===== config.mk =====
export PLATFORM = sky130hd
export DESIGN_NAME = stage_escalation_interlock
export DESIGN_NICKNAME = d
export VERILOG_FILES = /design/src/design/sei_pkg.sv /design/src/design/stage_escalation_interlock.sv /design/src/design/sei_cfg.sv /design/src/design/sei_core.sv
export SDC_FILE = /design/constraint.sdc
export NUM_CORES = 1
export LEC_CHECK = 0
export BUFFER_PORTS_ARGS = -buffer_cell sky130_fd_sc_hd__buf_2
export CAP_MARGIN = 20
export CORE_MARGIN = 1
export CORE_UTILIZATION = 45
export CTS_BUF_LIST = sky130_fd_sc_hd__clkbuf_4
export CTS_CLUSTER_DIAMETER = 60
export DETAILED_ROUTE_END_ITERATION = 12
export PLACE_DENSITY = 0.66
export SYNTH_ARGS = -nofsm -noshare
export SYNTH_HDL_FRONTEND = slang
export SYNTH_SLANG_ARGS = --single-unit

===== constraint.sdc =====
create_clock -name aclk -period 14.6 [get_ports aclk]
set_input_delay 0.73 -clock aclk [delete_from_list [all_inputs] [get_ports aclk]]
set_output_delay 0.73 -clock aclk [all_outputs]
set_load 0.01 [all_outputs]

===== src/design/sei_pkg.sv =====
package sei_pkg;

    localparam int NUM_STAGES_DEF = 4;
    localparam int MAX_JOINTS_DEF = 12;

    localparam int CFG_IDX_W  = 3;
    localparam int CFG_DATA_W = 64;
    localparam int MASK_W     = 9;
    localparam int STAGE_W    = 2;
    localparam int TGT_W      = 3;
    localparam int CNT_W      = 32;
    localparam int WIN_W      = 32;
    localparam int NEED_W     = 16;
    localparam int JOINT_W    = 4;
    localparam int SCALE_W    = 8;

    localparam logic [NEED_W-1:0] MIN_CYCLES_RST = NEED_W'(200);
    localparam logic [CNT_W-1:0]  CNT_MAX        = '1;

    // register indexes
    localparam logic [CFG_IDX_W-1:0] CFG_MONOTONIC  = 3'd0;
    localparam logic [CFG_IDX_W-1:0] CFG_HOLD       = 3'd1;
    localparam logic [CFG_IDX_W-1:0] CFG_MIN_CYCLES = 3'd2;
    localparam logic [CFG_IDX_W-1:0] CFG_STAGE_0    = 3'd3;

    // block_mask bit positions
    localparam int MB_UNKNOWN = 0;
    localparam int MB_JUMP    = 1;
    localparam int MB_SCALE   = 2;
    localparam int MB_POSE    = 3;
    localparam int MB_SIGN    = 4;
    localparam int MB_ORDER   = 5;
    localparam int MB_NOACT   = 6;
    localparam int MB_MOTOR   = 7;
    localparam int MB_SHORT   = 8;

    typedef enum logic [1:0] {
        FUNC_REQUEST = 2'd0,
        FUNC_CYCLE   = 2'd1,
        FUNC_QUERY   = 2'd2
    } func_t;

    typedef struct packed {
        logic [SCALE_W-1:0] kd_gain;
        logic [SCALE_W-1:0] kp_gain;
        logic [SCALE_W-1:0] act_scale;
        logic [JOINT_W-1:0] joints;
        logic               motor;
        logic               need_order;
        logic               need_sign;
        logic               need_pose;
        logic [NEED_W-1:0]  active_cycles;
        logic [NEED_W-1:0]  min_cycles;
    } stage_word_t;

    typedef struct packed {
        logic              monotonic_only;
        logic              hold_before_scale_up;
        logic [NEED_W-1:0] min_cycles_active;
    } cfg_ctrl_t;

    typedef struct packed {
        logic [1:0]       func;
        logic [TGT_W-1:0] tgt_stage;
        logic             hold_ack;
        logic             pose_check_ok;
        logic             sign_check_ok;
        logic             order_check_ok;
        logic             fault;
        logic [WIN_W-1:0] window_start;
        logic [WIN_W-1:0] window_end;
        logic [WIN_W-1:0] window_stride;
    } item_t;

    typedef struct packed {
        logic               ok;
        logic [MASK_W-1:0]  block_mask;
        logic [STAGE_W-1:0] stage_now;
        logic               counter_cleared;
        logic [CNT_W-1:0]   clean_cycles;
        logic [NEED_W-1:0]  cycles_needed;
        logic               need_met;
        logic               bad_window;
    } result_t;

    function automatic logic [JOINT_W-1:0] joints_of(stage_word_t w,
                                                     logic [JOINT_W-1:0] max_j);
        return (w.joints > max_j) ? max_j : w.joints;
    endfunction

    function automatic logic [NEED_W-1:0] max16(logic [NEED_W-1:0] a,
                                                logic [NEED_W-1:0] b);
        return (a > b) ? a : b;
    endfunction

    function automatic logic [NEED_W-1:0] need_stage(stage_word_t w,
                                                     logic [NEED_W-1:0] floor_c);
        if (w.min_cycles == '0 && w.active_cycles == '0) begin
            return '0;
        end
        return max16(floor_c, max16(w.min_cycles, w.active_cycles));
    endfunction

    function automatic logic [NEED_W-1:0] need_active(stage_word_t w,
                                                      logic [NEED_W-1:0] floor_c);
        if (w.active_cycles == '0) begin
            return '0;
        end
        return max16(floor_c, w.active_cycles);
    endfunction

    function automatic logic limits_differ(stage_word_t a, stage_word_t b,
                                           logic [JOINT_W-1:0] max_j);
        return (a.motor != b.motor) || (joints_of(a, max_j) != joints_of(b, max_j)) ||
               ({a.kd_gain, a.kp_gain, a.act_scale} !=
                {b.kd_gain, b.kp_gain, b.act_scale});
    endfunction

    function automatic logic more_permissive(stage_word_t cur, stage_word_t tgt,
                                             logic [JOINT_W-1:0] max_j);
        return (!cur.motor && tgt.motor) ||
               (joints_of(tgt, max_j) > joints_of(cur, max_j)) ||
               (tgt.act_scale > cur.act_scale) ||
               (tgt.kp_gain > cur.kp_gain) ||
               (tgt.kd_gain > cur.kd_gain);
    endfunction

    function automatic logic [MASK_W-1:0] check_mask(stage_word_t w, logic pose_ok,
                                                     logic sign_ok, logic order_ok);
        logic [MASK_W-1:0] m;
        m = '0;
        m[MB_POSE]  = w.need_pose && !pose_ok;
        m[MB_SIGN]  = w.need_sign && !sign_ok;
        m[MB_ORDER] = w.need_order && !order_ok;
        return m;
    endfunction

endpackage


===== src/design/stage_escalation_interlock.sv =====
// Stage escalation interlock. Each transaction on the s_ channel yields exactly one
// transaction on the m_ channel, in order. A transaction is registered on entry,
// evaluated combinationally against the stage state and registered again on exit, and
// its result is presented on m_ from that output register; one transaction per cycle
// is sustained while m_ready stays high, and the throughput is set only by the output
// register handshake. Configuration writes take effect on the next cycle and are
// meant for when no transaction is in flight.
module stage_escalation_interlock #(
    parameter int NUM_STAGES = sei_pkg::NUM_STAGES_DEF,
    parameter int MAX_JOINTS = sei_pkg::MAX_JOINTS_DEF
) (
    input  logic                           aclk,
    input  logic                           aresetn,
    input  logic                           cfg_wr_en,
    input  logic [sei_pkg::CFG_IDX_W-1:0]  cfg_index,
    input  logic [sei_pkg::CFG_DATA_W-1:0] cfg_wr_data,
    input  logic                           s_valid,
    output logic                           s_ready,
    input  logic [1:0]                     s_func,
    input  logic [sei_pkg::TGT_W-1:0]      s_tgt_stage,
    input  logic                           s_hold_ack,
    input  logic                           s_pose_check_ok,
    input  logic                           s_sign_check_ok,
    input  logic                           s_order_check_ok,
    input  logic                           s_fault,
    input  logic [sei_pkg::WIN_W-1:0]      s_window_start,
    input  logic [sei_pkg::WIN_W-1:0]      s_window_end,
    input  logic [sei_pkg::WIN_W-1:0]      s_window_stride,
    output logic                           m_valid,
    input  logic                           m_ready,
    output logic                           m_ok,
    output logic [sei_pkg::MASK_W-1:0]     m_block_mask,
    output logic [sei_pkg::STAGE_W-1:0]    m_stage_now,
    output logic                           m_counter_cleared,
    output logic [sei_pkg::CNT_W-1:0]      m_clean_cycles,
    output logic [sei_pkg::NEED_W-1:0]     m_cycles_needed,
    output logic                           m_need_met,
    output logic                           m_bad_window
);
    import sei_pkg::*;

    cfg_ctrl_t   ctrl;
    stage_word_t stage_words [NUM_STAGES];
    item_t       item_reg;
    result_t     core_res, res_reg;
    logic        in_valid_reg, in_valid_next;
    logic        out_valid_reg, out_valid_next;
    logic        advance, fire;

    assign advance = !out_valid_reg || m_ready;
    assign fire    = in_valid_reg && advance;
    assign s_ready = !in_valid_reg || advance;

    always_comb begin
        in_valid_next = in_valid_reg;
        if (s_valid && s_ready) begin
            in_valid_next = 1'b1;
        end else if (fire) begin
            in_valid_next = 1'b0;
        end
        out_valid_next = out_valid_reg;
        if (fire) begin
            out_valid_next = 1'b1;
        end else if (m_ready) begin
            out_valid_next = 1'b0;
        end
    end

    always_ff @(posedge aclk) begin
        if (!aresetn) begin
            in_valid_reg  <= 1'b0;
            out_valid_reg <= 1'b0;
        end else begin
            in_valid_reg  <= in_valid_next;
            out_valid_reg <= out_valid_next;
        end
    end

    always_ff @(posedge aclk) begin
        if (s_valid && s_ready) begin
            item_reg.func           <= s_func;
            item_reg.tgt_stage      <= s_tgt_stage;
            item_reg.hold_ack       <= s_hold_ack;
            item_reg.pose_check_ok  <= s_pose_check_ok;
            item_reg.sign_check_ok  <= s_sign_check_ok;
            item_reg.order_check_ok <= s_order_check_ok;
            item_reg.fault          <= s_fault;
            item_reg.window_start   <= s_window_start;
            item_reg.window_end     <= s_window_end;
            item_reg.window_stride  <= s_window_stride;
        end
        if (fire) begin
            res_reg <= core_res;
        end
    end

    sei_cfg #(
        .NUM_STAGES (NUM_STAGES)
    ) u_cfg (
        .aclk        (aclk),
        .aresetn     (aresetn),
        .cfg_wr_en   (cfg_wr_en),
        .cfg_index   (cfg_index),
        .cfg_wr_data (cfg_wr_data),
        .ctrl        (ctrl),
        .stage_words (stage_words)
    );

    sei_core #(
        .NUM_STAGES (NUM_STAGES),
        .MAX_JOINTS (MAX_JOINTS)
    ) u_core (
        .aclk        (aclk),
        .aresetn     (aresetn),
        .ctrl        (ctrl),
        .stage_words (stage_words),
        .item        (item_reg),
        .fire        (fire),
        .result      (core_res)
    );

    assign m_valid           = out_valid_reg;
    assign m_ok              = res_reg.ok;
    assign m_block_mask      = res_reg.block_mask;
    assign m_stage_now       = res_reg.stage_now;
    assign m_counter_cleared = res_reg.counter_cleared;
    assign m_clean_cycles    = res_reg.clean_cycles;
    assign m_cycles_needed   = res_reg.cycles_needed;
    assign m_need_met        = res_reg.need_met;
    assign m_bad_window      = res_reg.bad_window;

endmodule


===== src/design/sei_cfg.sv =====
module sei_cfg #(
    parameter int NUM_STAGES = sei_pkg::NUM_STAGES_DEF
) (
    input  logic                           aclk,
    input  logic                           aresetn,
    input  logic                           cfg_wr_en,
    input  logic [sei_pkg::CFG_IDX_W-1:0]  cfg_index,
    input  logic [sei_pkg::CFG_DATA_W-1:0] cfg_wr_data,
    output sei_pkg::cfg_ctrl_t             ctrl,
    output sei_pkg::stage_word_t           stage_words [NUM_STAGES]
);
    import sei_pkg::*;

    cfg_ctrl_t   ctrl_reg;
    stage_word_t words_reg [NUM_STAGES];

    always_ff @(posedge aclk) begin
        if (!aresetn) begin
            ctrl_reg.monotonic_only       <= 1'b1;
            ctrl_reg.hold_before_scale_up <= 1'b1;
            ctrl_reg.min_cycles_active    <= MIN_CYCLES_RST;
            for (int k = 0; k < NUM_STAGES; k++) begin
                words_reg[k] <= '0;
            end
        end else if (cfg_wr_en) begin
            unique case (cfg_index)
                CFG_MONOTONIC:  ctrl_reg.monotonic_only <= cfg_wr_data[0];
                CFG_HOLD:       ctrl_reg.hold_before_scale_up <= cfg_wr_data[0];
                CFG_MIN_CYCLES: ctrl_reg.min_cycles_active <= cfg_wr_data[NEED_W-1:0];
                default: begin
                    for (int k = 0; k < NUM_STAGES; k++) begin
                        if (cfg_index == CFG_IDX_W'(CFG_STAGE_0 + k)) begin
                            words_reg[k] <= stage_word_t'(cfg_wr_data);
                        end
                    end
                end
            endcase
        end
    end

    assign ctrl        = ctrl_reg;
    assign stage_words = words_reg;

endmodule


===== src/design/sei_core.sv =====
module sei_core #(
    parameter int NUM_STAGES = sei_pkg::NUM_STAGES_DEF,
    parameter int MAX_JOINTS = sei_pkg::MAX_JOINTS_DEF
) (
    input  logic                 aclk,
    input  logic                 aresetn,
    input  sei_pkg::cfg_ctrl_t   ctrl,
    input  sei_pkg::stage_word_t stage_words [NUM_STAGES],
    input  sei_pkg::item_t       item,
    input  logic                 fire,
    output sei_pkg::result_t     result
);
    import sei_pkg::*;

    localparam int IDX_W = $clog2(NUM_STAGES);
    localparam logic [JOINT_W-1:0] MAX_J   = JOINT_W'(MAX_JOINTS);
    localparam logic [TGT_W-1:0]   NUM_TGT = TGT_W'(NUM_STAGES);

    logic [IDX_W-1:0] stage_idx_reg, stage_idx_next;
    logic [CNT_W-1:0] clean_reg, clean_next;
    logic             seen_reg, seen_next;
    logic [WIN_W-1:0] last_start_reg, last_start_next;
    logic [WIN_W-1:0] last_end_reg, last_end_next;
    logic [WIN_W-1:0] last_stride_reg, last_stride_next;

    stage_word_t       cur_word, tgt_word, new_word;
    logic              known, jump_up, changed, ok, cleared, bad;
    logic [IDX_W-1:0]  tgt_idx;
    logic [MASK_W-1:0] mask;
    logic [NEED_W-1:0] need;
    func_t             func;

    always_comb begin
        stage_idx_next   = stage_idx_reg;
        clean_next       = clean_reg;
        seen_next        = seen_reg;
        last_start_next  = last_start_reg;
        last_end_next    = last_end_reg;
        last_stride_next = last_stride_reg;
        ok      = 1'b0;
        mask    = '0;
        cleared = 1'b0;
        bad     = 1'b0;
        func    = func_t'(item.func);

        known    = item.tgt_stage < NUM_TGT;
        tgt_idx  = item.tgt_stage[IDX_W-1:0];
        cur_word = stage_words[stage_idx_reg];
        tgt_word = known ? stage_words[tgt_idx] : cur_word;
        jump_up  = (TGT_W+1)'(item.tgt_stage) >
                   ((TGT_W+1)'(stage_idx_reg) + (TGT_W+1)'(1));
        changed  = seen_reg && (last_start_reg != item.window_start ||
                                last_end_reg != item.window_end ||
                                last_stride_reg != item.window_stride);

        case (func)
            FUNC_REQUEST: begin
                if (!known) begin
                    mask[MB_UNKNOWN] = 1'b1;
                end else begin
                    mask[MB_JUMP]  = ctrl.monotonic_only && jump_up;
                    mask[MB_SCALE] = more_permissive(cur_word, tgt_word, MAX_J) &&
                                     ctrl.hold_before_scale_up && !item.hold_ack;
                    mask = mask | check_mask(tgt_word, item.pose_check_ok,
                                             item.sign_check_ok, item.order_check_ok);
                    if (mask == '0) begin
                        ok             = 1'b1;
                        stage_idx_next = tgt_idx;
                        if (limits_differ(cur_word, tgt_word, MAX_J)) begin
                            clean_next = '0;
                            cleared    = 1'b1;
                        end
                    end
                end
            end
            FUNC_CYCLE: begin
                if (item.window_end < item.window_start || item.window_stride == '0) begin
                    bad = 1'b1;
                end else begin
                    last_start_next  = item.window_start;
                    last_end_next    = item.window_end;
                    last_stride_next = item.window_stride;
                    seen_next        = 1'b1;
                    if (changed || item.fault) begin
                        clean_next = '0;
                        cleared    = 1'b1;
                    end else if (clean_reg != CNT_MAX) begin
                        clean_next = clean_reg + CNT_W'(1);
                    end
                end
            end
            default: ;
        endcase

        new_word = stage_words[stage_idx_next];
        if (func == FUNC_QUERY) begin
            need = need_active(new_word, ctrl.min_cycles_active);
            mask[MB_NOACT] = (need == '0);
            mask[MB_MOTOR] = !new_word.motor;
            mask = mask | check_mask(new_word, item.pose_check_ok,
                                     item.sign_check_ok, item.order_check_ok);
            mask[MB_SHORT] = clean_next < CNT_W'(need);
            ok = (mask == '0);
        end else begin
            need = need_stage(new_word, ctrl.min_cycles_active);
        end

        result.ok              = ok;
        result.block_mask      = mask;
        result.stage_now       = STAGE_W'(stage_idx_next);
        result.counter_cleared = cleared;
        result.clean_cycles    = clean_next;
        result.cycles_needed   = need;
        result.need_met        = (need == '0) || (clean_next >= CNT_W'(need));
        result.bad_window      = bad;
    end

    always_ff @(posedge aclk) begin
        if (!aresetn) begin
            stage_idx_reg   <= '0;
            clean_reg       <= '0;
            seen_reg        <= 1'b0;
            last_start_reg  <= '0;
            last_end_reg    <= '0;
            last_stride_reg <= '0;
        end else if (fire) begin
            stage_idx_reg   <= stage_idx_next;
            clean_reg       <= clean_next;
            seen_reg        <= seen_next;
            last_start_reg  <= last_start_next;
            last_end_reg    <= last_end_next;
            last_stride_reg <= last_stride_next;
        end
    end

endmodule


==> impl_metrics.toml <==
[outcome]
status = "complete, no violations"

[floorplanning]
die_w_um = 260
io_pins = 243
row_count = 94
die-area_um2 = 67800
die_height_um = 260
start_util = 0.456
core_um2 = 65900

[clock_tree]
clk_path_buf_depth = 3
cts_sinks = 576
cts_resized = 0
clock_latency_ps = 1030
postCtsHoldBufs = 167
clk_pin_slew_worst_paths_ps = 70
cts_buffers = 156
clockRootBuffer = "clkbuf_4"
cts_tree = "built"
ctsHtreeMaxLevel = 4
cts_setup_buffers = 0

[sta]
hold_viol_final = 0
setup_viol = 0
maxSlewHeadroom = 0.235
finalCritPeriodShare = 0.906
fin_skew_ps = 96.6
worstMarginPinSlew_ps = 1150
whs_ps = 96.8
finalMaxSlewViolations = 0
rsz0062_at_grt = "false"
max_clock_freq_mhz = 75.6
tns_ps = 0
final.min_clock_period_ps = 13230

[placement]
portBuffers = 242
placed_area_um2 = 31900
dp_hpwl_um = 60400
gp_congestion = 0.931

[global_route]
grt_use_total = 0.266
overflow = 0
grt_pass1_vias = 24500
grt_max_degree = 188
antenna_found_initial = 2
grt_pass1_wl_um = 139000

[layout]
final_common_cell = "nand2_1"
final_cell_mix = "nand2_1, dfxtp_1, a21boi_0"
postLayoutCellArea_um2 = 35800
fin_nets = 4005
fill_cells = 5990
largest_reg_flops = 256
final_util = 0.544
synthToLayoutAreaGrowth_pct = 19.4
drive_gt1_frac = 0.183

[setup_path]
crit_top_cell = "a21o_1"
worst_ep_arrival_time_ps = 13910
worstPathRequired_ps = 15290
worstSetupPathType = "reg -> reg"
r2r_slack_ps = 1370
end_kind = "register"
cpMaxStageDelayCell = "edfxtp_1"
crit_fanout = 33
max_stage_delay_ps = 930
path_buf_inv = 5
start_kind = "register"
cpLargestDelayFamily = "compound AO/OA/AOI/OAI gates"

[pwr]
p_leak_nw = 14.0
power.density_nw_per_um2 = 111
p_seq_frac = 0.440
p_sw_mw = 1.14
p_sw_frac = 0.286
clkPwrFrac = 0.396
power_mw = 3.99
p_int_mw = 2.85
peakVddDrop_mv = 0.0610
p_comb_frac = 0.164

[synth]
synth.cell_area_um2 = 30000
yosys.area.top_type = "dfxtp_1"
synth_seq_cells = 576
synth_edf_count = 169
synth_area_leaders = "dfxtp_1, edfxtp_1, nand2_1"
synth-main-ff-cell = "dfxtp_1"
syn_nets = 3599
synth_cell_types = 83
ys_warn_count = 0
yosysSeqAreaShare = 0.440
synthArstFlopShare = 0
synth.avg_cell_area_um2 = 9.15
yosys.area.top_type_share = 0.271
syn_inst = 3281

[drt]
dr.first_iter.drc_count = 2241
dr.pass1.iters = 6
avgViaCountPerCell = 5.49
routed_wl_um = 90800
final_antenna_net_count = 0
drc = 0
wl_per_cell_um = 19.4
num_vias = 25700

[min_path]
min_path_type = "in -> reg"

[flow_run]
cap_violations = 0
[stage by stage]
step / cells / setup slack, ps
after floorplan: 3281 / 1960
after global placement: 4225 / 1590
after detailed placement: 4225 / 1350
after CTS: 4681 / 1240
after global routing: 4684 / 363
final: 4686 / 1370
[area by class of cell]
type                            instances  area, um^2  share of cell area
Multi-Input combinational cell       2384       15700               0.437
Sequential cell                       576       13200               0.369
Timing Repair Buffer                  446        3190              0.0890
Clock buffer                          253        1900              0.0530
Tap cell                              864        1080              0.0302
Inverter                              123         464              0.0130
Clock inverter                         36         300             0.00838
Antenna cell                            4        10.0            0.000279
[cell families after synthesis]
group	count (synthesis)	share of synthesized area
AO/OA/AOI/OAI	723	0.172
XOR/XNOR	107	0.0312
adder cells (fa/ha/maj)	140	0.0583
buffers and inverters	321	0.0407
flip-flops	576	0.440
multiplexers	116	0.0665
AND/OR/NAND/NOR	1298	0.191
[cells in the mapped netlist, drive strengths merged (23+ instances only)]
| cell | n |
|---|---|
| nand2 | 849 |
| and3 | 23 |
| a21o | 46 |
| a21oi | 59 |
| nor2b | 27 |
| nor3 | 28 |
| o21ai | 83 |
| inv | 123 |
| a21boi | 393 |
| ha | 140 |
| xor2 | 71 |
| dfxtp | 407 |
| mux2i | 25 |
| nor2 | 104 |
| nand3 | 92 |
| edfxtp | 169 |
| nand4 | 44 |
| clkbuf | 173 |
| or2 | 23 |
| mux4 | 63 |
| xnor2 | 36 |
| nor4 | 37 |
| a211oi | 36 |
| buf | 25 |
| mux2 | 28 |
[power groups by stage]
stage	clock, mW	sequential, mW	combinational (mW)
after floorplan	0	1.78	0.403
after global placement	0	1.79	0.607
after detailed placement	0	1.79	0.609
after CTS	1.62	1.76	0.647
after global routing	1.70	1.77	0.712
final	1.58	1.76	0.654
[tightest hold or removal path, stage by stage]
cell and delay (ps):
buf_2 150, nand2_1 70, a21boi_0 70
[metal layers]
layer,GRT usage,share of wire
met1,0.356,0.44
met2,0.427,0.47
met3,0.0479,0.065
met4,0.0986,0.026
met5,0,0
[path summary, 6_finish.rpt]
| kind | from | cells past startpoint | endpoint |
|---|---|---|---|
| worst min-delay path | cfg_wr_data[52] | 3 | u_cfg.stage_words[180] |
| worst min register to register | u_cfg.stage_words[150] | 2 | u_cfg.stage_words[150] |
| worst max-delay path | item_reg[102] | 59 | m_need_met |
| worst max register to register | item_reg[102] | 59 | m_need_met |
Note: power is estimated with default switching activity, not from simulation.
